==> src/rtl/core/pus_ram.sv <==
// ----------------------------------------------------------------------------
// pus_ram
// Generic single-write, single-read memory with a registered read port.
// ----------------------------------------------------------------------------
module pus_ram #(
  parameter int WIDTH = 32,
  parameter int DEPTH = 64
) (
  input  logic                                   clk,
  input  logic                                   we,
  input  logic [(DEPTH > 1 ? $clog2(DEPTH) : 1)-1:0] waddr,
  input  logic [WIDTH-1:0]                       wdata,
  input  logic [(DEPTH > 1 ? $clog2(DEPTH) : 1)-1:0] raddr,
  output logic [WIDTH-1:0]                       rdata
);

  logic [WIDTH-1:0] mem [DEPTH];

  always_ff @(posedge clk) begin
    if (we) begin
      mem[waddr] <= wdata;
    end
    rdata <= mem[raddr];
  end

endmodule

==> config.mk <==
export PLATFORM = sky130hd
export DESIGN_NAME = pus_ram
export DESIGN_NICKNAME = d
export VERILOG_FILES = /design/src/rtl/core/pus_ram.sv
export SDC_FILE = /design/constraint.sdc
export NUM_CORES = 2
export LEC_CHECK = 0
export ABC_AREA = 1
export BUFFER_PORTS_ARGS = -buffer_cell sky130_fd_sc_hd__buf_2
export CORE_MARGIN = 8
export CORE_UTILIZATION = 50
export DETAILED_ROUTE_END_ITERATION = 8
export PLACE_DENSITY_LB_ADDON = 0.08
export SLEW_MARGIN = 10
export SYNTH_ARGS = -nofsm -noshare
export SYNTH_HDL_FRONTEND = slang
export SYNTH_SLANG_ARGS = --single-unit
==> constraint.sdc <==
create_clock -name clk -period 7.5 [get_ports clk]
set_input_delay 0 -clock clk [delete_from_list [all_inputs] [get_ports clk]]
set_output_delay 0 -clock clk [all_outputs]
set_load 0.02 [all_outputs]
==> flow_metrics.py <==
metrics = {
    "power": {
        "power_density_nw_per_um2": 264,
        "pwr-share-clk_pct": 40.7,
        "switchingPower_mw": 5.59,
        "cellLeakagePower_nw": 32.3,
        "ir_drop_mv": 0.218,
        "p_sw_share_pct": 22.9,
        "combPwrFrac_pct": 6.3,
        "pwr-share-seq_pct": 53.0,
        "power.internal_mw": 18.8,
    },
    "yosys": {
        "yosysMostFrequentCell": "nand2_1",
        "async_reset_ff_share_pct": 0,
        "synth_ff_type": "edfxtp_1",
        "synth_top_cell_by_area": "edfxtp_1",
        "synth_edf_count": 2048,
        "synth_seq_cells": 2080,
        "synth_common_cells": "nand2_1, edfxtp_1, nand3_1, buf_2, clkbuf_1",
        "synth_nets": 6815,
        "synth_top_area_share_pct": 74.3,
        "yosys-top-cells-area": "edfxtp_1, nand3_1, nand2_1",
        "syn_avg_cell_area_um2": 12.2,
        "yosys.cell_types.count": 16,
        "syn_area_um2": 82700,
        "yosys_warnings": 0,
        "ys_seq_area_share_pct": 75.1,
        "synthCells": 6769,
    },
    "final_layout": {
        "nFillCells": 13500,
        "multi_input_area_um2": 18800,
        "num-nets-final": 6837,
        "drive_above_1_share_pct": 8.05,
        "area.sequential_um2": 62100,
        "fin_util_pct": 56.0,
        "syn_to_final_growth_pct": 11.5,
    },
    "grt": {
        "grt_pass1_wl_um": 357000,
        "grt_pass1_vias": 50900,
        "grt_usage_pct": 27.1,
        "overflow": 0,
        "grt_start_max_net_pins": 225,
        "antenna_found_initial": 15,
    },
    "timing": {
        "tns_ps": 0,
        "min_period_ps": 3300,
        "max_slew_margin_pct": 23.7,
        "setup_viol": 0,
        "rsz0062_at_grt": "false",
        "fmax_mhz": 303,
        "finalMaxSlewViolations": 0,
        "worst_clock_skew_ps": 25.7,
        "worst_pin_slew_ps": 1150,
        "final-hold-violation-count": 0,
        "fin_crit_sh_pct": 44.0,
    },
    "critical_path": {
        "crit_path_max_fanout": 50,
        "cp.required_ps": 8220,
        "critPathLaunchType": "input port",
        "rrSetupSlack_ps": 5590,
        "rr_endpoint": "rdata[13]",
        "startpoint": "raddr[3]",
        "end_kind": "register",
        "path_class": "input port to register",
        "reg2regPathDepth": 8,
        "reg2reg_from": "mem[22][13]",
        "crit_arrival_ps": 4020,
        "worstSetupEndpoint": "rdata[26]",
    },
    "cts": {
        "cts-resized-gates": 0,
        "cts_sinks": 2080,
        "clk_pin_slew_ps": 60,
        "cts_buffers": 210,
        "h-tree-depth": 4,
        "clk_latency_ps": 840,
        "clockBufferDepth": 3,
        "tritoncts": "built",
        "clock-root-buffer": "clkbuf_16",
    },
    "routing": {
        "vias_per_cell": 5.85,
        "ant_nets": 0,
        "first_pass_iters": 6,
        "vias": 53600,
        "routedWlPerCell_um": 27.2,
        "drc": 0,
        "drt-total-wl_um": 249000,
        "dr.first_iter.drc_count": 6316,
    },
    "die": {
        "io_pins": 78,
        "die_area_um2": 179000,
        "rows": 149,
        "die_h_um": 423,
        "floorplan.die.width_um": 423,
        "start_util_pct": 50.3,
        "core_area_um2": 165000,
    },
    "run_status": {
        "status": "finished clean",
    },
    "placed_design": {
        "place.gp.congestion": 0.793,
        "dpl.hpwl_um": 119000,
        "io_buffers": 77,
    },
    "min_path": {
        "hp-class": "input port to register",
        "hp-start": "raddr[2]",
    },
    "job": {
        "drv_cap": 0,
    },
}
-- how the worst min path moves through the flow --
| stage | endpoint | slack (ps) | cells past startpoint |
|---|---|---|---|
| global placement | rdata[27] | 420 | 1 |
| CTS | rdata[3] | 5 | 7 |
| finish | rdata[3] | 60 | 7 |
| floorplan | mem[0][0] | 100 | 0 |
| global route | rdata[29] | 70 | 7 |
| detailed placement | rdata[27] | 430 | 1 |
-- sequential cells by signal (all words and copies together), names as in the netlist --
name,count
mem,2048
rdata,32
-- critical path, stage by stage --
cell           delay, ps
dlygate4sd3_1        550
buf_6                540
buf_4                780
buf_4                780
nand3_1              240
nand3_1              260
nand2_1               80
nand2_1               60
dlygate4sd3_1        560
nand2_1               50
-- per-stage QoR --
stage / total power, mW / worst slack [ps] / instance area, um2 / instances / hold WS, ps
finish: 24.4 / 4200 / 92200 / 9169 / 60.8
CTS: 24.5 / 4330 / 92200 / 9156 / 4.86
floorplan: 14.0 / 3370 / 82700 / 6769 / 98.9
global placement: 14.7 / 4090 / 85400 / 8727 / 418
global route: 25.1 / 4220 / 92200 / 9160 / 69.9
detailed placement: 14.7 / 4110 / 85400 / 8727 / 429
-- power groups by stage --
stage	Combinational [mW]	Clock, mW	Sequential [mW]
after floorplan	0.790	0	13.2
after global placement	1.50	0	13.2
after detailed placement	1.51	0	13.2
after CTS	1.53	10.1	12.9
final	1.54	9.93	12.9
after global routing	1.65	10.5	12.9
-- area by class of cell --
cell class              count  area share, %
flip-flops and latches   2080           67.4
clock buffers             298           6.23
clock inverters            90          0.746
multi-input cells        4228           20.3
repair buffers            259           2.22
well taps                2189           2.97
inverters                  12         0.0895
diodes                     13         0.0353
-- repair_timing --
action,CTS,global route
hold buffers,41,0
hold endpoints to repair,2182,0
buffers inserted,0,0
-- routing by layer --
layer  wire length [um]  up-vias  global-route usage (%)
li1                   -    24200                       -
met1             101000    26700                    37.4
met2             119000     2350                    44.3
met3              20100      408                    4.03
met4               8910        4                    9.36
met5                 28        -                       0
-- cell families (layout without fill, tap and decap cells) --
logic type             count (synthesis)  in the layout  synth area share, %
and+or+nand+nor                     4228           4228                 22.1
other                                  0             13                    0
buffers and inverters                461            659                 2.78
DFF                                 2080           2080                 75.1
-- layout by cell type, fill, tap and decap left out, drive strengths merged --
cell,instances
dlygate4sd3,41
inv,18
clkbuf,298
nor2,56
nand3,1907
edfxtp,2048
dfxtp,32
nand2,2248
diode,13
clkinv,75
nor4,8
nand4,9
buf,218
clkinvlp,1
bufinv,8
No activity file was read; power rests on OpenSTA's default activity.
