### src/rtl/core/pus_pkg.sv
// ----------------------------------------------------------------------------
// pus_pkg
// Shared types and codes for the piecewise uniform sampler: operation and
// status codes, register indexes and the request words of the arithmetic units.
// ----------------------------------------------------------------------------
package pus_pkg;

  localparam int MUL_W = 96;
  localparam int DIV_W = 64;

  localparam logic [2:0] OP_CLEAR     = 3'd0;
  localparam logic [2:0] OP_INSERT    = 3'd1;
  localparam logic [2:0] OP_NORMALIZE = 3'd2;
  localparam logic [2:0] OP_SAMPLE    = 3'd3;
  localparam logic [2:0] OP_EVALUATE  = 3'd4;

  localparam logic [2:0] ST_OK         = 3'd0;
  localparam logic [2:0] ST_FULL       = 3'd1;
  localparam logic [2:0] ST_RANGE      = 3'd2;
  localparam logic [2:0] ST_NOT_NORM   = 3'd3;
  localparam logic [2:0] ST_ZERO_MASS  = 3'd4;
  localparam logic [2:0] ST_ALREADY    = 3'd5;

  localparam logic [1:0] REG_RANGE_LOW     = 2'd0;
  localparam logic [1:0] REG_RANGE_HIGH    = 2'd1;
  localparam logic [1:0] REG_FIRST_WEIGHT  = 2'd2;
  localparam logic [1:0] REG_SEGMENT_LIMIT = 2'd3;

  typedef struct packed {
    logic             start;
    logic [63:0]      a;
    logic [63:0]      b;
  } mul_req_t;

  typedef struct packed {
    logic             start;
    logic [DIV_W-1:0] num;
    logic [DIV_W-1:0] den;
  } div_req_t;

endpackage

### src/rtl/core/pus_mul.sv
// ----------------------------------------------------------------------------
// pus_mul
// Sequential 64 x 64 multiplier built on one 32 x 32 multiplier. It forms
// a_lo*b_lo + (a_lo*b_hi + a_hi*b_lo) << 32, which is the exact product when
// a is below 2^32 and gives the correct low 64 bits otherwise.
// ----------------------------------------------------------------------------
module pus_mul (
  input  logic                      clk,
  input  logic                      rst,
  input  pus_pkg::mul_req_t         req,
  output logic                      done,
  output logic [pus_pkg::MUL_W-1:0] prod
);

  logic [63:0] ra;
  logic [63:0] rb;
  logic [63:0] p;
  logic [2:0]  phase;
  logic [31:0] ma;
  logic [31:0] mb;
  logic [63:0] mprod;

  always_comb begin
    ma = ra[31:0];
    mb = rb[31:0];
    case (phase)
      3'd2:    mb = rb[63:32];
      3'd3:    ma = ra[63:32];
      default: ;
    endcase
  end

  assign mprod = 64'(ma) * 64'(mb);

  always_ff @(posedge clk) begin
    if (rst) begin
      phase <= 3'd0;
      done  <= 1'b0;
    end else begin
      done <= !req.start && (phase == 3'd4);
      if (req.start) begin
        ra    <= req.a;
        rb    <= req.b;
        phase <= 3'd1;
      end else begin
        case (phase)
          3'd1: begin
            p     <= mprod;
            phase <= 3'd2;
          end
          3'd2: begin
            prod  <= pus_pkg::MUL_W'(p);
            p     <= mprod;
            phase <= 3'd3;
          end
          3'd3: begin
            prod  <= prod + (pus_pkg::MUL_W'(p) << 32);
            p     <= mprod;
            phase <= 3'd4;
          end
          3'd4: begin
            prod  <= prod + (pus_pkg::MUL_W'(p) << 32);
            phase <= 3'd0;
          end
          default: ;
        endcase
      end
    end
  end

endmodule

### config.mk
export PLATFORM = sky130hd
export DESIGN_NAME = pus_mul
export DESIGN_NICKNAME = d
export VERILOG_FILES = /design/src/rtl/core/pus_pkg.sv /design/src/rtl/core/pus_mul.sv
export SDC_FILE = /design/constraint.sdc
export NUM_CORES = 2
export LEC_CHECK = 0
export BUFFER_PORTS_ARGS = -buffer_cell sky130_fd_sc_hd__buf_2
export CAP_MARGIN = 20
export CORE_ASPECT_RATIO = 0.8
export CORE_MARGIN = 2
export CORE_UTILIZATION = 40
export DETAILED_ROUTE_END_ITERATION = 6
export GPL_TIMING_DRIVEN = 0
export PLACE_DENSITY = 0.63
export RECOVER_POWER = 25
export SYNTH_ARGS = -nofsm -noshare
export SYNTH_HDL_FRONTEND = slang
export SYNTH_SLANG_ARGS = --single-unit
### constraint.sdc
create_clock -name clk -period 10.5 [get_ports clk]
set_clock_uncertainty 0.1 [all_clocks]
set_input_delay 0.525 -clock clk [delete_from_list [all_inputs] [get_ports clk]]
set_output_delay 0.525 -clock clk [all_outputs]
set_load 0.05 [all_outputs]
==> out/metrics.csv <==
metric;value;unit
status;finished, violations left;
violations;capacitance limit, slew limit;
drive_gt1_share;10.77;%
max_freq;0.09631;GHz
slew_viol_final;55;
setup-tns-final;0;ns
grt_pass1_vias;37790;
yosysTopAreaCell;fa_1;
period_share;98.89;%
ys_types;76;
setup_viol;0;
dr_total_vias;37070;
synth-seq-cells;292;
nets;6538;
synth_nets;6132;
area_delta_synth_final;13.87;%
rsz0062_at_grt;false;
synth_area;46210;um2
rows;111;
overflow;0;
end_kind;register;
cp.arrival;10.68;ns
cp-start-kind;register;
clock_latency;0.64;ns
drt_wl_total;174000;um
die_h;308.0;um
async_reset_ff_share;0;%
cp_max_fo;10;
drt-initial-drc-count;3772;
viasPerCell;5.503;
postRouteAntennaNets;0;
place.gp.congestion;1.093;
antenna_found_initial;5;
cts_htree_levels;2;
hold_path_class;in -> reg;
cp_slowest_stage_delay;0.77;ns
syn-instance-count;4778;
synth.most_common_cell;fa_1;
relSlewSlack;-27.31;%
io_pins;228;
hold_viol;0;
cts_root_buf;clkbuf_16;
period_needed;10.38;ns
drv_cap;2;
seq_area_frac_synth;18.89;%
die_w;384.0;um
yosys-top-cells-count;fa_1 (897), inv_1 (885), nor2_1 (713);
yosys_warnings;0;
grt_max_degree;36;
cts_num_sinks;292;
worst_pin_slew;1.910;ns
netlist.area_leader.share;38.86;%
crit_family;adder cells;
wire_per_inst;25.84;um
cts.clk_slew.worst_paths;0.06;ns
crit_required;10.79;ns
synth_flop_cell;edfxtp_1;
cpMaxStageDelayCell;clkbuf_1;
worst-setup-path-type;reg -> reg;
cpMostUsedCell;fa_1;
dieArea;118300;um2
cts_tree;yes;
synthTopCellsByArea;fa_1 (39%), edfxtp_1 (19%), ha_1 (8.8%);
fp.coreArea;114600;um2
initial_utilization;40.33;%
cts_buffer_depth;3;
port_buffers;227;
synth-edff-count;288;
drc;0;
worst-path-buf-inv;8;
grt_usage;29.70;%
cts_buffers;36;
grt_pass1_wl;251800;um
dp_hpwl;146200;um
synth.avg_cell_area;9.672;um2
first_pass_iters;5;
[through the flow]
step	std cells	cell area [um2]	setup slack [ns]	util [%]	hold slack (ns)
after global routing	6734	52610	0.006639	45.92	0.002298
final	6736	52620	0.1168	45.92	0.02090
after floorplan	4778	46210	1.364	-	0.3961
after detailed placement	6578	50000	-2.175	43.64	0.4307
after global placement	6530	49250	-2.845	42.99	0.4103
after CTS	6737	52540	0.0009583	45.86	0.0000001665
[worst paths after layout]
path | start | endpoint | slack [ns] | depth (start not counted)
min | req[67] | ra[3] | 0.02 | 1
max | phase[0] | p[62] | 0.12 | 30
min reg2reg | phase[2] | phase[2] | 0.44 | 2
max reg2reg | phase[0] | p[62] | 0.12 | 30
[cell usage in the layout (no fill, tap or decap), drive strengths merged, types with 22 or more instances in the layout]
cell,n
nand3,22
o21bai,23
xor2,43
clkbuf,221
nor2,713
dlygate4sd3,102
mux2i,64
o21ai,77
fa,897
nor3,33
and3,49
inv,888
mux2,63
edfxtp,288
ha,326
nand2,545
nand4,25
xnor2,70
buf,298
a21oi,167
a21o,69
[worst reg2reg max path, delay by kind of cell, from the launching register on]
kind / cells / cell delay (ns)
adders and majority gates: 9 / 4.21
AOI/OAI and AO/OA: 9 / 2.16
buffers and inverters: 8 / 1.98
and+or+nand+nor: 2 / 0.56
DFF: 1 / 0.47
muxes: 1 / 0.36
xor gates and xnor gates: 1 / 0.31
[cell type report]
class	count	area [um2]
Fill cell	10970	61960
Multi-Input combinational cell	3388	33720
Sequential cell	292	8730
Inverter	885	3322
Timing Repair Buffer	383	2810
Tap cell	1525	1908
Clock buffer	41	929.6
Buffer	198	919.6
Clock inverter	22	271.5
Antenna cell	2	5.005
[kinds of logic after synthesis]
group,Yosys count,synth area share [%]
AOI/OAI and AO/OA,463,6.515
xor gates and xnor gates,113,2.142
adders and majority gates,1223,47.69
buffers and inverters,1098,8.938
DFF,292,18.89
muxes,127,2.921
and+or+nand+nor,1462,12.91
[repair_timing]
action | CTS | global route
hold buffers | 102 | 0
pin swaps | 0 | 2
endpoints found under the hold margin | 102 | 0
endpoints found under the setup margin | 41 | 17
buffers inserted | 1 | 4
resized for setup | 131 | 75
[layer usage]
metal  up-vias  global-route usage, %  share of wire, %
met5         -                      0             0.028
met1     19000                  39.62                39
met2      1949                  44.24                43
li1      15700                      -                 -
met3       411                  8.311                11
met4         6                  15.02               6.1
[flip-flops by register name, summed over array words and instances, names as in the netlist]
register,flops
ra,64
rb,64
p,64
phase,3
prod,96
done,1
Power is not shown: default switching activity piles up to over one toggle a cycle in this logic, so the estimate is an artifact.
