===== config.mk =====
export PLATFORM = sky130hd
export DESIGN_NAME = pus_div
export DESIGN_NICKNAME = d
export VERILOG_FILES = /design/src/rtl/core/pus_pkg.sv /design/src/rtl/core/pus_div.sv
export SDC_FILE = /design/constraint.sdc
export NUM_CORES = 1
export LEC_CHECK = 0
export ABC_AREA = 1
export CORE_MARGIN = 1.5
export CORE_UTILIZATION = 65
export CTS_BUF_LIST = sky130_fd_sc_hd__clkbuf_4
export DETAILED_ROUTE_END_ITERATION = 12
export DONT_BUFFER_PORTS = 1
export HOLD_SLACK_MARGIN = 0.02
export PLACE_DENSITY = 0.81
export RECOVER_POWER = 50
export SYNTH_ARGS = -nofsm -noshare
export SYNTH_HDL_FRONTEND = slang
export SYNTH_SLANG_ARGS = --single-unit

===== constraint.sdc =====
create_clock -name clk -period 22.4 [get_ports clk]
set_input_delay 1.12 -clock clk [delete_from_list [all_inputs] [get_ports clk]]
set_output_delay 1.12 -clock clk [all_outputs]
set_load 0.05 [all_outputs]

===== src/rtl/core/pus_pkg.sv =====
// ----------------------------------------------------------------------------
// pus_pkg
// Shared types and codes for the piecewise uniform sampler: operation and
// status codes, register indexes and the request words of the arithmetic units.
// ----------------------------------------------------------------------------
package pus_pkg;

  localparam int MUL_W = 96;
  localparam int DIV_W = 64;

  localparam logic [2:0] OP_CLEAR     = 3'd0;
  localparam logic [2:0] OP_INSERT    = 3'd1;
  localparam logic [2:0] OP_NORMALIZE = 3'd2;
  localparam logic [2:0] OP_SAMPLE    = 3'd3;
  localparam logic [2:0] OP_EVALUATE  = 3'd4;

  localparam logic [2:0] ST_OK         = 3'd0;
  localparam logic [2:0] ST_FULL       = 3'd1;
  localparam logic [2:0] ST_RANGE      = 3'd2;
  localparam logic [2:0] ST_NOT_NORM   = 3'd3;
  localparam logic [2:0] ST_ZERO_MASS  = 3'd4;
  localparam logic [2:0] ST_ALREADY    = 3'd5;

  localparam logic [1:0] REG_RANGE_LOW     = 2'd0;
  localparam logic [1:0] REG_RANGE_HIGH    = 2'd1;
  localparam logic [1:0] REG_FIRST_WEIGHT  = 2'd2;
  localparam logic [1:0] REG_SEGMENT_LIMIT = 2'd3;

  typedef struct packed {
    logic             start;
    logic [63:0]      a;
    logic [63:0]      b;
  } mul_req_t;

  typedef struct packed {
    logic             start;
    logic [DIV_W-1:0] num;
    logic [DIV_W-1:0] den;
  } div_req_t;

endpackage


===== src/rtl/core/pus_div.sv =====
// ----------------------------------------------------------------------------
// pus_div
// Restoring unsigned divider, one quotient bit per cycle.
// ----------------------------------------------------------------------------
module pus_div (
  input  logic                      clk,
  input  logic                      rst,
  input  pus_pkg::div_req_t         req,
  output logic                      done,
  output logic [pus_pkg::DIV_W-1:0] quot
);

  localparam int DW = pus_pkg::DIV_W;
  localparam int CW = $clog2(DW + 1);

  logic [DW-1:0] rem;
  logic [DW-1:0] den;
  logic [CW-1:0] cnt;
  logic [DW:0]   rem_sh;
  logic [DW:0]   rem_sub;
  logic          fits;

  assign rem_sh  = {rem, quot[DW-1]};
  assign rem_sub = rem_sh - {1'b0, den};
  assign fits    = rem_sh >= {1'b0, den};

  always_ff @(posedge clk) begin
    if (rst) begin
      cnt  <= '0;
      done <= 1'b0;
    end else begin
      done <= !req.start && (cnt == CW'(1));
      if (req.start) begin
        quot <= req.num;
        den  <= req.den;
        rem  <= '0;
        cnt  <= CW'(DW);
      end else if (cnt != '0) begin
        rem  <= fits ? rem_sub[DW-1:0] : rem_sh[DW-1:0];
        quot <= {quot[DW-2:0], fits};
        cnt  <= cnt - 1'b1;
      end
    end
  end

endmodule


==> results_dict.tcl <==
set metrics [dict create \
    setup_total_negative_slack_ps 0 \
    slew-limit-headroom -1.52 \
    static-leakage-power_nw 8.35 \
    synth.ff_latch_count 200 \
    ys_seq_area_frac 0.402 \
    maximum_number_of_pins_on_one_net_before_global_route_repair 78 \
    initial_core_utilization 0.669 \
    timing.final.setup_violations 0 \
    irDropWorstVdd_v 0.0000680 \
    cts_max_path_buffers 2 \
    cell_area_after_synthesis_um2 14700 \
    design.final.nets 2365 \
    criticalPathCategory "input port to register" \
    cts_tree "done" \
    nFillCells 1920 \
    crit_required_ps 22560 \
    timing.critical_path.fanout_max 67 \
    routed_via_density 5.35 \
    die_height_um 154 \
    drt-pass1-iter-count 7 \
    layout.cells.most_common_list "sky130_fd_sc_hd__nand2_1, sky130_fd_sc_hd__inv_1, sky130_fd_sc_hd__nor2_1" \
    worst-slew-pin-transition_ps 3780 \
    synthesis.instances 2182 \
    cts-buffers-inserted 17 \
    routedWlPerCell_um 17.1 \
    first_pass_grt_wire_length_mm 65.4 \
    grt_overflow_total 0 \
    synth.net_count 2380 \
    worstSetupEndpointType "register" \
    crit_path_start_kind "input port" \
    r2r.worst_path.cells 7 \
    maxClockFrequency_mhz 170 \
    number_of_hold_repair_buffers_added_at_the_cts_stage 0 \
    postLayoutCoreUtil 0.693 \
    core-area_um2 22000 \
    design_power_total_mw 1.41 \
    max_cap_viol_count 4 \
    rsz0062_at_grt "no" \
    p_int_mw 0.733 \
    fp.dieW_um 154 \
    power_switching_mw 0.675 \
    die_area_um2 23600 \
    clock_tree.htree_level_count 4 \
    via_count_of_the_routed_design 13200 \
    hold-path-cell-count 1 \
    run_status "complete, but fails checks" \
    r2r_setup_slack_ps 18410 \
    grt_pass1_vias 12400 \
    floorplan.io_pins 196 \
    post-place-cells 2428 \
    drt_iter0_drc 1440 \
    final-max-slew-violation-count 262 \
    cells_resized_by_post_cts_repair 0 \
    failed_checks "max-capacitance violations, max-slew violations" \
    post-dp-hpwl_mm 33.2 \
    area_growth_syn_to_layout_pct 3.47 \
    arrival_time_reported_for_the_critical_path_endpoint_ps 6040 \
    groute.usage.overall 0.361 \
    cts_setup_buffers 0 \
    drive_gt1_frac 0.0376 \
    antenna_found_initial 5 \
    drc 0 \
    clock-skew-final_ps 58.4 \
    floorplan.rows 54 \
    syn_avg_cell_area_um2 6.76 \
    globalplace.congestion 1.10 \
    most_common_library_cell_in_the_layout_ignoring_fill_and_taps "sky130_fd_sc_hd__nand2_1" \
    synth.lib_cells_used.distinct 33 \
    min_period_over_period 0.263 \
    drt.antenna.violating_nets 0 \
    power_frac_clock 0.153 \
    layout.cells.non_filler 2463 \
    clkSinkCount 200 \
    clockRootBuffer "sky130_fd_sc_hd__clkbuf_4" \
    timing.hold.worst_endpoint "done$_SDFF_PP0_" \
    min-delay-start "cnt[4]$_SDFFE_PP0P_" \
    placement.io_buffers 0 \
    power_switching_share 0.480 \
    latest_clock_arrival_within_the_worst_skew_pair_ps 660 \
    synth.yosys.warnings 0 \
    cts.reportedPaths.clkPinSlew_ps 220 \
    final-hold-violation-count 0 \
    routed_wirelength_mm 42.2 \
    comb_power_share 0.440 \
    critical_path.reg2reg.startpoint "cnt[0]$_SDFFE_PP0P_" \
    hold_path.class "register to register" \
    power.share.sequential 0.407 \
    final.min_clock_period_ps 5890 \
    power_per_cell_area_nw_per_um2 92.3 \
    r2r_end "quot[5]$_DFFE_PP_" \
]
per-layer routing:
metal,GRT usage,vias up,part of all wire
met5,0,-,0.00031
met3,0.0702,82,0.097
li1,-,6568,-
met1,0.490,5853,0.42
met2,0.578,672,0.45
met4,0.134,2,0.033
flip-flops by register name, indices dropped and copies added, names as in the netlist:
| name | count |
|---|---|
| cnt | 7 |
| den | 64 |
| done | 1 |
| quot | 64 |
| rem | 64 |
critical path, cell delays in order:
cell                         delay, ps
sky130_fd_sc_hd__clkinvlp_2       1660
sky130_fd_sc_hd__nor2_4            500
sky130_fd_sc_hd__clkbuf_1         2690
cells in the mapped netlist (all sizes together):
cell	n	area share
a21oi	48	0.017
a31oi	1	0.00042
and2	3	0.0013
and3	3	0.0013
buf	18	0.0093
clkbuf	21	0.0053
dfxtp	8	0.011
edfxtp	192	0.39
fa	1	0.0014
ha	66	0.056
inv	447	0.11
nand2	937	0.24
nand3	78	0.027
nand3b	39	0.020
nand4	10	0.0042
nor2	248	0.069
nor3	10	0.0034
nor4	6	0.0036
o21ai	10	0.0034
o31ai	1	0.00051
or2	2	0.00085
xnor2	3	0.0018
xor2	30	0.018
power by group through the flow:
stage / Sequential, mW / Combinational [mW] / Clock, mW
2_1_floorplan: 0.576 / 0.449 / 0
3_3_place_gp: 0.576 / 0.589 / 0
3_5_place_dp: 0.578 / 0.602 / 0
4_1_cts: 0.570 / 0.605 / 0.217
5_1_grt: 0.578 / 0.690 / 0.227
6_report: 0.573 / 0.620 / 0.215
logic make-up (layout without fill, tap and decap cells):
| kind of cell | after synthesis | after routing | synth area share |
|---|---|---|---|
| adders and majority gates | 67 | 67 | 0.0574 |
| DFF | 200 | 200 | 0.402 |
| AOI/OAI and AO/OA | 60 | 60 | 0.0214 |
| other | 0 | 3 | 0 |
| and+or+nand+nor | 1336 | 1336 | 0.371 |
| xor gates and xnor gates | 33 | 33 | 0.0196 |
| buffers and inverters | 486 | 484 | 0.129 |
area by class of cell:
type                       instances  area, µm²  area share
multi-input combinational       1496       6940       0.455
sequential                       200       5930       0.388
inverter                         447       1680       0.110
tap                              280        350      0.0230
clock inverter                    15        193      0.0126
clock buffer                      17        128     0.00837
timing repair buffer               5       26.3     0.00172
antenna                            3       7.51    0.000492
per-stage QoR:
| stage | setup slack [ps] | hold slack (ps) | cell area, µm² |
|---|---|---|---|
| CTS | 18790 | 471 | 15300 |
| floorplan | 13920 | 420 | 14700 |
| detailed placement | 18820 | 461 | 14900 |
| finish | 16510 | 484 | 15300 |
| global route | 16180 | 479 | 15300 |
| global placement | 19000 | 437 | 14900 |
worst max path at each step:
stage / slack (ps) / cells after the start / to / startpoint
after global routing: 16180 / 3 / den[31]$_DFFE_PP_ / req[128]
after CTS: 18790 / 14 / rem[35]$_SDFFCE_PP0P_ / rem[52]$_SDFFCE_PP0P_
after floorplan: 13920 / 3 / quot[0]$_DFFE_PP_ / req[128]
after detailed placement: 18820 / 14 / rem[35]$_SDFFCE_PP0P_ / quot[63]$_DFFE_PP_
after global placement: 19000 / 14 / rem[32]$_SDFFCE_PP0P_ / quot[63]$_DFFE_PP_
final: 16510 / 3 / den[31]$_DFFE_PP_ / req[128]
(Power assumes the default switching activity.)
